--- src/hw/rtl/rth_pkg.sv ---
// rth_pkg: shared types and constants for the rgb to hsv pixel converter
// used by rth_div_stage and rgb_to_hsv_converter; depends on nothing else
package rth_pkg;

    // both long divisions run over a 24 bit dividend, four bits per stage
    localparam int DIV_W          = 24;
    localparam int DIV_BITS_STAGE = 4;
    localparam int DIV_STAGES     = DIV_W / DIV_BITS_STAGE;

    // hue sector offsets and the full turn, in whole degrees
    localparam int HUE_OFF_GREEN_DEG = 120;
    localparam int HUE_OFF_BLUE_DEG  = 240;
    localparam int HUE_TURN_DEG      = 360;
    localparam int HUE_SLOPE_DEG     = 60;

    typedef enum logic [1:0] {
        SECTOR_RED   = 2'd0,
        SECTOR_GREEN = 2'd1,
        SECTOR_BLUE  = 2'd2
    } sector_t;

    // restoring divider state: partial remainder, dividend shifting out as
    // the quotient shifts in, and the divisor
    typedef struct packed {
        logic [7:0]       rem;
        logic [DIV_W-1:0] nq;
        logic [7:0]       den;
    } div_state_t;

    typedef struct packed {
        div_state_t hue_div;
        div_state_t sat_div;
        logic       hue_neg;
        sector_t    sector;
        logic       gray;
        logic       black;
        logic [7:0] value;
    } pix_item_t;

endpackage

--- src/hw/rtl/rgb_to_hsv_converter.sv ---
// rgb_to_hsv_converter: streaming rgb to hsv pixel converter, top level
// depends on rth_pkg and rth_div_stage
//
//  port group  dir  tdata fields (lowest bit up)
//  s_          in   red_in[7:0], green_in[7:0], blue_in[7:0]
//  m_          out  hue_out[HUE_FRAC_BITS+8:0], saturation_out[16:0], value_out[7:0]
//
//  one pixel per clock sustained unless m_tready stalls; prep register, then DIV_STAGES
//  stages of the 24 bit restoring dividers, 4 quotient bits per stage, then the output
//  register; each stage holds its beat while the next is full and fills bubbles
//  aresetn clears only the valid bits; no state survives between pixels
module rgb_to_hsv_converter #(
    parameter int HUE_FRAC_BITS = 6
) (
    input  logic        aclk,
    input  logic        aresetn,
    input  logic        s_tvalid,
    output logic        s_tready,
    input  logic [23:0] s_tdata,   // red_in, green_in, blue_in
    output logic        m_tvalid,
    input  logic        m_tready,
    // hue_out, saturation_out, value_out, zero padded
    output logic [((HUE_FRAC_BITS + 34 + 7) / 8) * 8 - 1:0] m_tdata
);
    import rth_pkg::*;

    localparam int HUE_W   = HUE_FRAC_BITS + 9;
    localparam int OUT_W   = HUE_W + 17 + 8;
    localparam int TDATA_W = ((OUT_W + 7) / 8) * 8;

    localparam logic [HUE_W:0] OFF_GREEN = (HUE_W + 1)'(HUE_OFF_GREEN_DEG << HUE_FRAC_BITS);
    localparam logic [HUE_W:0] OFF_BLUE  = (HUE_W + 1)'(HUE_OFF_BLUE_DEG << HUE_FRAC_BITS);
    localparam logic [HUE_W:0] TURN      = (HUE_W + 1)'(HUE_TURN_DEG << HUE_FRAC_BITS);

    // ---------------- prep stage: max, min, sector, numerators
    logic [7:0]  red, green, blue;
    logic [7:0]  hi, lo, span, mag, ch_a, ch_b;
    logic [8:0]  diff;
    logic [13:0] slope_prod;
    pix_item_t   prep_next;
    logic        prep_valid_reg;
    pix_item_t   prep_item_reg;

    assign red   = s_tdata[7:0];
    assign green = s_tdata[15:8];
    assign blue  = s_tdata[23:16];

    always_comb begin
        hi = red;
        lo = red;
        if (green > hi) hi = green;
        if (blue > hi)  hi = blue;
        if (green < lo) lo = green;
        if (blue < lo)  lo = blue;
        span = hi - lo;

        prep_next.sector = SECTOR_BLUE;
        ch_a = red;
        ch_b = green;
        if (hi == red) begin
            prep_next.sector = SECTOR_RED;
            ch_a = green;
            ch_b = blue;
        end else if (hi == green) begin
            prep_next.sector = SECTOR_GREEN;
            ch_a = blue;
            ch_b = red;
        end

        diff       = {1'b0, ch_a} - {1'b0, ch_b};
        mag        = diff[8] ? 8'(-diff) : diff[7:0];
        slope_prod = 14'({6'b0, mag} * 14'(HUE_SLOPE_DEG));

        prep_next.hue_div.rem = '0;
        prep_next.hue_div.nq  = DIV_W'(slope_prod) << HUE_FRAC_BITS;
        prep_next.hue_div.den = span;
        prep_next.sat_div.rem = '0;
        prep_next.sat_div.nq  = {span, 16'b0};
        prep_next.sat_div.den = hi;
        prep_next.hue_neg     = diff[8];
        prep_next.gray        = (span == 8'd0);
        prep_next.black       = (hi == 8'd0);
        prep_next.value       = hi;
    end

    logic      pipe_valid [DIV_STAGES+1];
    logic      pipe_ready [DIV_STAGES+1];
    pix_item_t pipe_item  [DIV_STAGES+1];

    assign s_tready = !prep_valid_reg || pipe_ready[0];

    always_ff @(posedge aclk) begin
        if (!aresetn) begin
            prep_valid_reg <= 1'b0;
        end else if (s_tready) begin
            prep_valid_reg <= s_tvalid;
        end
    end

    always_ff @(posedge aclk) begin
        if (s_tready && s_tvalid) begin
            prep_item_reg <= prep_next;
        end
    end

    assign pipe_valid[0] = prep_valid_reg;
    assign pipe_item[0]  = prep_item_reg;

    // ---------------- divider stages
    for (genvar k = 0; k < DIV_STAGES; k++) begin : g_div
        rth_div_stage u_div_stage (
            .aclk      (aclk),
            .aresetn   (aresetn),
            .in_valid  (pipe_valid[k]),
            .in_ready  (pipe_ready[k]),
            .in_item   (pipe_item[k]),
            .out_valid (pipe_valid[k+1]),
            .out_ready (pipe_ready[k+1]),
            .out_item  (pipe_item[k+1])
        );
    end

    // ---------------- output stage: sector offset, wrap, pack
    pix_item_t        fin;
    logic [HUE_W:0]   quot, offset, hue_wide;
    logic [HUE_W-1:0] hue_next, hue_reg;
    logic [16:0]      sat_next, sat_reg;
    logic [7:0]       value_reg;
    logic             out_valid_reg;

    assign fin = pipe_item[DIV_STAGES];
    assign pipe_ready[DIV_STAGES] = !out_valid_reg || m_tready;

    always_comb begin
        quot = fin.hue_div.nq[HUE_W:0];
        unique case (fin.sector)
            SECTOR_RED:   offset = '0;
            SECTOR_GREEN: offset = OFF_GREEN;
            SECTOR_BLUE:  offset = OFF_BLUE;
            default:      offset = '0;
        endcase
        if (!fin.hue_neg) begin
            hue_wide = offset + quot;
        end else if (quot > offset) begin
            // negative angle wraps once round the circle
            hue_wide = offset + TURN - quot;
        end else begin
            hue_wide = offset - quot;
        end
        hue_next = fin.gray ? '0 : hue_wide[HUE_W-1:0];
        sat_next = fin.black ? '0 : fin.sat_div.nq[16:0];
    end

    always_ff @(posedge aclk) begin
        if (!aresetn) begin
            out_valid_reg <= 1'b0;
        end else if (pipe_ready[DIV_STAGES]) begin
            out_valid_reg <= pipe_valid[DIV_STAGES];
        end
    end

    always_ff @(posedge aclk) begin
        if (pipe_ready[DIV_STAGES] && pipe_valid[DIV_STAGES]) begin
            hue_reg   <= hue_next;
            sat_reg   <= sat_next;
            value_reg <= fin.value;
        end
    end

    assign m_tvalid = out_valid_reg;
    assign m_tdata  = TDATA_W'({value_reg, sat_reg, hue_reg});

`ifndef SYNTHESIS
    // black pixel never carries saturation
    a_black_sat : assert property (@(posedge aclk) disable iff (!aresetn)
        (m_tvalid && value_reg == 8'd0) |-> (sat_reg == 17'd0))
        else $error("saturation set on a black pixel");

    // hue stays below one full turn
    a_hue_range : assert property (@(posedge aclk) disable iff (!aresetn)
        m_tvalid |-> ({1'b0, hue_reg} < TURN))
        else $error("hue beyond 360 degrees");

    // zero saturation only for gray, and gray has no hue
    a_gray_hue : assert property (@(posedge aclk) disable iff (!aresetn)
        (m_tvalid && sat_reg == 17'd0) |-> (hue_reg == '0))
        else $error("hue on a pixel with no saturation");

    // saturation never exceeds one
    a_sat_range : assert property (@(posedge aclk) disable iff (!aresetn)
        m_tvalid |-> (sat_reg <= 17'h10000))
        else $error("saturation above one");
`endif

endmodule

--- src/hw/rtl/rth_div_stage.sv ---
// rth_div_stage: one registered stage of the two restoring dividers
// (hue and saturation), with its own valid bit and bubble-filling ready
// depends on rth_pkg
module rth_div_stage (
    input  logic              aclk,
    input  logic              aresetn,
    input  logic              in_valid,
    output logic              in_ready,
    input  rth_pkg::pix_item_t in_item,
    output logic              out_valid,
    input  logic              out_ready,
    output rth_pkg::pix_item_t out_item
);
    import rth_pkg::*;

    logic      valid_reg;
    pix_item_t item_reg;
    pix_item_t item_next;

    function automatic div_state_t div_step(input div_state_t d);
        logic [8:0] sh;
        div_state_t r;
        r    = d;
        sh   = {d.rem, d.nq[DIV_W-1]};
        r.nq = {d.nq[DIV_W-2:0], 1'b0};
        if (sh >= {1'b0, d.den}) begin
            r.rem   = 8'(sh - {1'b0, d.den});
            r.nq[0] = 1'b1;
        end else begin
            r.rem = sh[7:0];
        end
        return r;
    endfunction

    always_comb begin
        item_next = in_item;
        for (int i = 0; i < DIV_BITS_STAGE; i++) begin
            item_next.hue_div = div_step(item_next.hue_div);
            item_next.sat_div = div_step(item_next.sat_div);
        end
    end

    assign in_ready  = !valid_reg || out_ready;
    assign out_valid = valid_reg;
    assign out_item  = item_reg;

    always_ff @(posedge aclk) begin
        if (!aresetn) begin
            valid_reg <= 1'b0;
        end else if (in_ready) begin
            valid_reg <= in_valid;
        end
    end

    always_ff @(posedge aclk) begin
        if (in_ready && in_valid) begin
            item_reg <= item_next;
        end
    end

endmodule
--- config.mk ---
export PLATFORM = sky130hd
export DESIGN_NAME = rgb_to_hsv_converter
export DESIGN_NICKNAME = d
export VERILOG_FILES = /design/src/hw/rtl/rth_pkg.sv /design/src/hw/rtl/rgb_to_hsv_converter.sv /design/src/hw/rtl/rth_div_stage.sv
export SDC_FILE = /design/constraint.sdc
export NUM_CORES = 1
export LEC_CHECK = 0
export ABC_AREA = 1
export BUFFER_PORTS_ARGS = -buffer_cell sky130_fd_sc_hd__buf_2
export CAP_MARGIN = 20
export CORE_MARGIN = 3
export CORE_UTILIZATION = 50
export CTS_CLUSTER_SIZE = 8
export DETAILED_ROUTE_END_ITERATION = 8
export HOLD_SLACK_MARGIN = 0.08
export PLACE_DENSITY = 0.63
export SYNTH_ARGS = -nofsm -noshare
export SYNTH_HDL_FRONTEND = slang
export SYNTH_SLANG_ARGS = --single-unit
--- constraint.sdc ---
create_clock -name aclk -period 23.2 [get_ports aclk]
set_input_delay 2.32 -clock aclk [delete_from_list [all_inputs] [get_ports aclk]]
set_output_delay 2.32 -clock aclk [all_outputs]
set_load 0.005 [all_outputs]
## Yosys cells after proc, flatten, opt, wreduce, memory -nomap -nowiden

Index checks and enable logic that the tools add are counted.

- Memories: 0
- RAM bits: 0
- Input bits: 28
- Latch bits: 0
- Output and inout bits: 42
- Bits in registers: 416
- Word-level logic and storage cells: 321
- Bits in read-only memories: 0

- Bitwise gates (word level): 0
- Multiply operators: 1
- Equal/unequal tests: 4
- Mux-type cells: 104
- Add/subtract/negate cells: 53
- Shifts and indexed selects: 0
- Divide/modulo/power cells: 0
- $lt $le $gt $ge: 53
- Reductions and logical operators: 26

Operators by type and width:

| operator | number |
|---|---|
| $mux 8 | 55 |
| $ge 9x8->1 | 46 |
| $sub 8x8->8 | 45 |
| $mux 1 | 45 |
| $mux 15 | 2 |
| $pmux 14 s2 | 1 |
| $eq 8x8->1 | 2 |
| $gt 16x14->1 | 1 |
| $gt 8x8->1 | 2 |
| $logic_not 8->1 | 2 |
| $lt 8x8->1 | 2 |
| $add 14x15->15 | 1 |
| $add 14x15->15 const B | 1 |
| $sub 14x15->15 | 1 |
| $sub 15x15->15 | 1 |
| $mul 8x4->12 const B | 1 |
| $sub 8x8->9 | 1 |
| $ge 1x8->1 | 1 |
| $ge 1x8->1 const A | 1 |
| $logic_and 1x1->1 | 8 |
| $logic_not 1->1 | 8 |
| $logic_or 1x1->1 | 8 |
| $neg 8->8 | 1 |
| $sub 1x8->8 | 1 |
| other kinds (4) | 4 |

## Logic depth before layout (Yosys ltp)

Gate-level depths: netlist of the first run.

- Word-level depth: 11
- Gate-level depth with buffers: 61
- Gate-level depth less buffers: 60

## By module

Synthesis of the first run repeated with hierarchy kept, for this count alone.

- Cell total of the unflattened synthesis: 5377
- Area total of the unflattened synthesis: 47105.2 sq um

Modules (own cells, without submodules):

| module | times used | sequential area each (sq um) | cells each | area an instance (sq um) |
|---|---|---|---|---|
| rth_div_stage (g_div[1].u_div_stage ...) | 2 | 2812.7 | 744 | 6621.4 |
| rgb_to_hsv_converter | 1 | 2232.1 | 911 | 7357.1 |
| rth_div_stage (g_div[2].u_div_stage) | 1 | 2812.7 | 752 | 6716.4 |
| rth_div_stage (g_div[5].u_div_stage) | 1 | 2812.7 | 755 | 6670.1 |
| rth_div_stage (g_div[3].u_div_stage) | 1 | 2812.7 | 736 | 6571.3 |
| rth_div_stage (g_div[0].u_div_stage) | 1 | 2812.7 | 735 | 6547.5 |

## Least setup slack after synthesis of the first run

No wires, ideal clock.

- Kind: input -> register
- Start point: input port s_tdata[7]
- End point: register prep_item_reg (netlist bit pipe_item[637]), data pin
- Data required time: 22.935 ns
- Library setup time: 0.265 ns
- Path slack: 13.559 ns
- Data arrival time: 9.376 ns
- Path buffers: 4
- Cell stages on the path: 51
- Cell sequence: inv_1 ha_1 nand2_1 nor2_4 nand2_1 nand2_2 nand2_4 buf_6 nand2_1 nand2_1 ha_1 nand2_1 nor2_1 nand4_1 nand2_4 inv_2 buf_6 nand2_1 (+15 left out) and2_1 clkbuf_1 inv_1 or2_2 xor2_1 inv_1 fa_1 inv_1 fa_1 inv_1 ha_1 nand2_1 o21ai_0 a21oi_1 o21ai_0 a21oi_1 o21ai_0 xor2_1

RTL lines:

| what | RTL line | text |
|---|---|---|
| start: declaration | rgb_to_hsv_converter.sv:19 | `input logic [23:0] s_tdata,` |
| end signal: assignment | rgb_to_hsv_converter.sv:102 | `prep_item_reg <= prep_next;` |
| end: declaration | rgb_to_hsv_converter.sv:42 | `pix_item_t prep_item_reg;` |

==> results of run 1 <==
## final timing paths
path	endpoint	from	slack, ns	cells past startpoint
setup / recovery	pipe_item[637]	s_tdata[3]	12.03	52
hold / removal	g_div[5].u_div_stage.out_item[32]	g_div[4].u_div_stage.out_item[28]	0.41	0
setup reg to reg	g_div[2].u_div_stage.out_item[85]	g_div[1].u_div_stage.out_item[54]	15.23	42
hold reg to reg	g_div[5].u_div_stage.out_item[32]	g_div[4].u_div_stage.out_item[28]	0.41	0
## area by class of cell
type                            instances  area share, %
Clock inverter                          4          0.156
Sequential cell                       388           30.1
Inverter                              673           6.64
Timing Repair Buffer                   76           1.07
Tap cell                              940           3.06
Clock buffer                           82           3.90
Multi-Input combinational cell       3362           55.0
## per-layer routing
metal  vias up  part of all wire (%)  global-route usage [%]  wire [um]
met5         -                     0                       0          0
met4         0                   2.8                    6.37       2260
met3       134                   4.0                    2.40       3170
met2       571                    46                    36.6      36600
met1     12946                    47                    28.6      37300
li1      15115                     -                       -          -
## logic make-up (layout without fill, tap and decap cells)
kind of cell / after synthesis / in the layout / synth area share [%]
AND/OR/NAND/NOR: 1966 / 1966 / 24.8
adder cells (fa/ha/maj): 467 / 467 / 17.2
flip-flops: 388 / 388 / 32.5
other: 1 / 3 / 0.0105
buffers and inverters: 722 / 835 / 8.23
AO/OA/AOI/OAI: 655 / 655 / 10.5
XOR/XNOR: 271 / 271 / 6.67
## stage by stage
step                      util (%)  setup slack, ns
final                         54.6            12.03
after global routing          54.6            11.09
after CTS                     54.6            12.08
after detailed placement      52.4            11.44
after global placement        52.4            11.58
after floorplan                  -            13.56
## cell usage in the layout, fill, tap and decap left out, types with 8 or more instances in the layout
cell          n
xor2_1      173
a21oi_2      10
o21ai_0     172
nand3b_1      9
nor2_4       18
dfxtp_1       8
xnor2_1      98
fa_1         39
ha_1        428
nor2_2       13
nand2_1    1076
clkbuf_16    56
nand4_1      57
a21oi_1     291
nand3_2      35
nand2_4      17
or2_2        29
nor2_1      286
a21o_1       17
clkbuf_1     26
o21a_1       13
edfxtp_1    380
nand3_1     309
nor3_1       51
o211ai_1     16
inv_2        27
inv_1       639
o21ai_2      15
buf_2        69
o21ai_1      44
a211oi_1     10
nand2_2      36
a31oi_1      11
o21bai_1     24
==> impl_metrics.csv, run 1 <==
group,metric,value,unit
status,status,"finished clean",
cells_and_area,num_antenna_cells,0,
placed_design,hpwlAfterDp,62.5,mm
timing,rsz0062_at_grt,"no",
cells_and_area,multi_input_area,21100,um^2
logic_synthesis,synth_edf_count,380,
placed_design,io_buffers,69,
timing,fin_skew,0.0178,ns
critical_path,max_stage_delay,0.55,ns
global_route,grt_usage,21.4,%
cells_and_area,largest_register_ff_count,307,
clock_tree,htreeDepth,2,
floorplanning,core-area,70300,um^2
logic_synthesis,postSynthRegisterBits,388,
cells_and_area,syn_to_final_growth,7.88,%
clock_tree,post_cts_buffers,0,
critical_path,critPathKind,"in -> reg",
cells_and_area,final_cell_area,38400,um^2
clock_tree,numClockSinks,388,
critical_path,crit_fanout,32,
global_route,grt_antenna_before_repair,0,
logic_synthesis,synth_top_area_share,32.1,%
cells_and_area,fin_cells,5525,
floorplanning,dieHeight,273,um
cells_and_area,fillers,6548,
timing,hold_viol_final,0,
timing,max_slew_margin,34.1,%
logic_synthesis,netlist_instances,4470,
detailed_routing,drt-pass1-iter-count,7,
critical_path,worstPathArrival,11.50,ns
timing,finalMaxSlewViolations,0,
critical_path,end_kind,"flop",
placed_design,gp_congestion,0.896,
critical_path,critical_path_buf_inv_count,10,
global_route,grt_pass1_vias,27089,
flow_run,drv_cap,0,
timing,max_slew.worst_pin.slew,0.986,ns
cells_and_area,ff_latch_area,11600,um^2
detailed_routing,ant_nets,0,
timing,whs,0.410,ns
detailed_routing,wl_per_cell,14.4,um
logic_synthesis,ys_dominant_reg_cell,"edfxtp_1",
timing,clock.fmax,89.5,MHz
global_route,grt_max_degree,63,
floorplanning,initial_utilization,50.6,%
cells_and_area,nNetsFinal,5051,
floorplanning,die_x,273,um
critical_path,cp_top_family,"simple AND/OR/NAND/NOR gates",
clock_tree,cts_buffers,55,
critical_path,critPathSlowestCell,"fa_1",
logic_synthesis,synth_most_common_cell,"nand2_1",
clock_tree,cts_root_buf,"clkbuf_16",
logic_synthesis,synth_top_area_cell,"edfxtp_1",
floorplanning,core.rowCount,97,
critical_path,critPathLaunchType,"input pin",
critical_path,cp.required,23.53,ns
detailed_routing,drt-total-wl,79.4,mm
timing,timing.setup.tns,0,ns
logic_synthesis,synth_cell_types,71,
clock_tree,cts_buffer_depth,3,
logic_synthesis,avgSynthCellArea,7.96,um^2
clock_tree,cts.clk_slew.worst_paths,0.05,ns
global_route,grt-ovfl-total,0,
timing,setup_viol,0,
logic_synthesis,async_flop_share,0,%
logic_synthesis,seq_area_frac_synth,32.5,%
logic_synthesis,ys_warn_count,0,
detailed_routing,drt-vias-per-instance,5.21,
clock_tree,ctsHoldBuffers,0,
logic_synthesis,synthTopCellsByArea,"edfxtp_1, ha_1, nand2_1, inv_1, nand3_1",
cells_and_area,drive_gt1_share,7.92,%
timing,finalCritPeriodShare,48.2,%
floorplanning,ios,70,
floorplanning,die_area,74400,um^2
detailed_routing,drtIter0Drc,1710,
clock_tree,cts_tree,"built",
global_route,grt_first_pass_wirelength,133,mm
placed_design,dp_cells,5438,
detailed_routing,drc,0,
clock_tree,cts_resized,0,
placed_design,postPlaceCellArea,36800,um^2
logic_synthesis,yosys-top-cells-count,"nand2_1, inv_1, ha_1, edfxtp_1, nand3_1",
clock_tree,clock_latency,0.60,ns
critical_path,crit_top_cell,"nand2_1",
timing,period_needed,11.17,ns
worst_hold_path,worstHoldPathType,"reg -> reg",
detailed_routing,vias,28766,
logic_synthesis,synth.cell_area,35600,um^2
Power of run 1 is left out: the tool's default activity adds up to more than one toggle a clock period on the data nets, which glitch-free logic cannot reach.
==> run 2: changes to the inputs <==
ABC_AREA = 0   (was 1)
PLACE_DENSITY = 0.65   (was 0.63)
clock period = 10 ns   (was 23.2 ns; I/O delays follow)
==> impl_metrics.csv, run 2 <==
group,metric,value,unit
cells_and_area,nNetsFinal,4085,
logic_synthesis,netlist_instances,3466,
logic_synthesis,avgSynthCellArea,9.85,um^2
cells_and_area,num_antenna_cells,0,
critical_path,critPathLaunchType,"flop",
floorplanning,core-area,67400,um^2
logic_synthesis,synth_top_area_cell,"edfxtp_1",
timing,finalCritPeriodShare,94.0,%
logic_synthesis,ys_warn_count,0,
critical_path,worstPathArrival,9.73,ns
clock_tree,cts.clk_slew.worst_paths,0.05,ns
detailed_routing,ant_nets,0,
global_route,grt_first_pass_wirelength,125,mm
cells_and_area,largest_register_ff_count,307,
timing,hold_viol_final,0,
detailed_routing,drtIter0Drc,1511,
critical_path,max_stage_delay,0.51,ns
critical_path,critPathSlowestCell,"edfxtp_1",
critical_path,r2r-end,"g_div[2].u_div_stage.out_item[52]",
critical_path,end_kind,"flop",
critical_path,critical_path_buf_inv_count,2,
global_route,grt_max_degree,59,
clock_tree,numClockSinks,388,
placed_design,postPlaceCellArea,35800,um^2
logic_synthesis,postSynthRegisterBits,388,
global_route,use_met1,28.9,%
cells_and_area,final_cell_mix,"ha_1, edfxtp_1, inv_1",
critical_path,reg2regPathDepth,33,
global_route,grt_antenna_before_repair,0,
detailed_routing,wl_per_cell,17.1,um
timing,max_slew_margin,32.2,%
critical_path,cp.required,10.33,ns
cells_and_area,ff_latch_area,11600,um^2
clock_tree,htreeDepth,2,
timing,setup_viol,0,
logic_synthesis,seq_area_frac_synth,33.9,%
global_route,use_met3,2.49,%
critical_path,r2r_slack,0.60,ns
cells_and_area,drive_gt1_share,11.9,%
worst_hold_path,hold_path_end,"g_div[5].u_div_stage.out_item[37]",
detailed_routing,drc,0,
detailed_routing,drt-vias-per-instance,5.75,
critical_path,rr_startpoint,"g_div[1].u_div_stage.out_item[14]",
logic_synthesis,synth_top_area_share,33.4,%
timing,whs,0.398,ns
clock_tree,cts_resized,0,
logic_synthesis,synth_cell_types,90,
clock_tree,post_cts_buffers,0,
status,status,"finished clean",
global_route,grtUsageMet2,35.9,%
logic_synthesis,synthTopCellsByArea,"edfxtp_1, ha_1, mux2_2, xnor2_1, a21oi_1",
flow_run,drv_cap,0,
floorplanning,die_area,71400,um^2
detailed_routing,vias,25763,
timing,fin_skew,0.0226,ns
logic_synthesis,synth_most_common_cell,"ha_1",
floorplanning,core.rowCount,95,
global_route,grt_pass1_vias,24784,
logic_synthesis,async_flop_share,0,%
floorplanning,dieHeight,267,um
timing,period_needed,9.40,ns
clock_tree,clock_latency,0.59,ns
timing,rsz0062_at_grt,"no",
floorplanning,initial_utilization,50.6,%
timing,max_slew.worst_pin.slew,1.01,ns
placed_design,hpwlAfterDp,60.0,mm
timing,clock.fmax,106,MHz
cells_and_area,fillers,5945,
clock_tree,cts_root_buf,"clkbuf_16",
critical_path,cp_top_family,"compound AO/OA/AOI/OAI gates",
critical_path,critPathKind,"reg -> reg",
timing,finalMaxSlewViolations,0,
timing,timing.setup.tns,0,ns
cells_and_area,final_common_cell,"ha_1",
worst_hold_path,hold_start,"g_div[4].u_div_stage.out_item[33]",
global_route,top_usage_layer,"met2",
detailed_routing,drt-total-wl,76.6,mm
cells_and_area,multi_input_area,21400,um^2
logic_synthesis,yosys-top-cells-count,"ha_1, edfxtp_1, inv_1, nor2_1, a21oi_1",
clock_tree,cts_buffer_depth,3,
clock_tree,ctsHoldBuffers,0,
worst_hold_path,holdPathStages,0,
logic_synthesis,ys_dominant_reg_cell,"edfxtp_1",
logic_synthesis,synth_edf_count,380,
clock_tree,cts_tree,"built",
clock_tree,cts_buffers,55,
floorplanning,ios,70,
floorplanning,die_x,267,um
cells_and_area,syn_to_final_growth,9.48,%
worst_hold_path,worstHoldPathType,"reg -> reg",
critical_path,crit_top_cell,"ha_1",
global_route,grt-ovfl-total,0,
critical_path,crit_fanout,8,
detailed_routing,drt-pass1-iter-count,5,
logic_synthesis,synth.cell_area,34100,um^2
cells_and_area,final_cell_area,37400,um^2
placed_design,gp_congestion,0.886,
placed_design,io_buffers,69,
global_route,grt_usage,21.3,%
[run 2: per-layer routing]
| metal | vias to the layer above | wire length [um] |
|---|---|---|
| met3 | 132 | 3250 |
| li1 | 13042 | - |
| met1 | 12053 | 35900 |
| met2 | 536 | 35300 |
| met5 | - | 0 |
| met4 | 0 | 2250 |
[run 2: cell type report]
cell class,instances,area share [%]
clock inverter,5,0.100
tap,873,2.92
inverter,302,3.05
multi-input combinational,2730,57.1
clock buffer,69,3.93
timing repair buffer,113,1.89
sequential,388,31.0
[run 2: worst max-delay path by stage]
stage,depth (start not counted),startpoint,slack [ns],to
after floorplan,41,s_tdata[4],0.02,pipe_item[638]
after global placement,43,s_tdata[1],0.31,pipe_item[638]
after detailed placement,43,s_tdata[1],0.13,pipe_item[638]
after CTS,33,g_div[0].u_div_stage.out_item[14],0.22,g_div[1].u_div_stage.out_item[49]
after global routing,41,s_tdata[1],0.003,pipe_item[638]
final,33,g_div[1].u_div_stage.out_item[14],0.60,g_div[2].u_div_stage.out_item[52]
[run 2: worst reg2reg max path: cells and delay by family, from the launching register on]
kind | cells | cell delay (ns)
flip-flops | 1 | 0.51
AND/OR/NAND/NOR | 8 | 1.52
multiplexers | 1 | 0.40
AO/OA/AOI/OAI | 18 | 5.13
adder cells (fa/ha/maj) | 4 | 1.22
buffers and inverters | 2 | 0.40
[run 2: cells by family after synthesis]
logic type	share of synthesized area, %
AOI/OAI and AO/OA	16.3
other	0.0110
and+or+nand+nor	13.1
adders and majority gates	18.0
DFF	33.9
xor gates and xnor gates	6.65
buffers and inverters	3.87
muxes	8.19
[run 2: per-stage QoR]
| step | worst slack (ns) | instances | util, % |
|---|---|---|---|
| 3_3_place_gp | 0.308 | 4406 | 53.2 |
| 2_1_floorplan | 0.0165 | 3468 | - |
| 4_1_cts | 0.221 | 4480 | 55.4 |
| 3_5_place_dp | 0.130 | 4406 | 53.2 |
| 6_report | 0.598 | 4480 | 55.4 |
| 5_1_grt | 0.00292 | 4480 | 55.4 |
Power of run 2 is left out for the same reason.
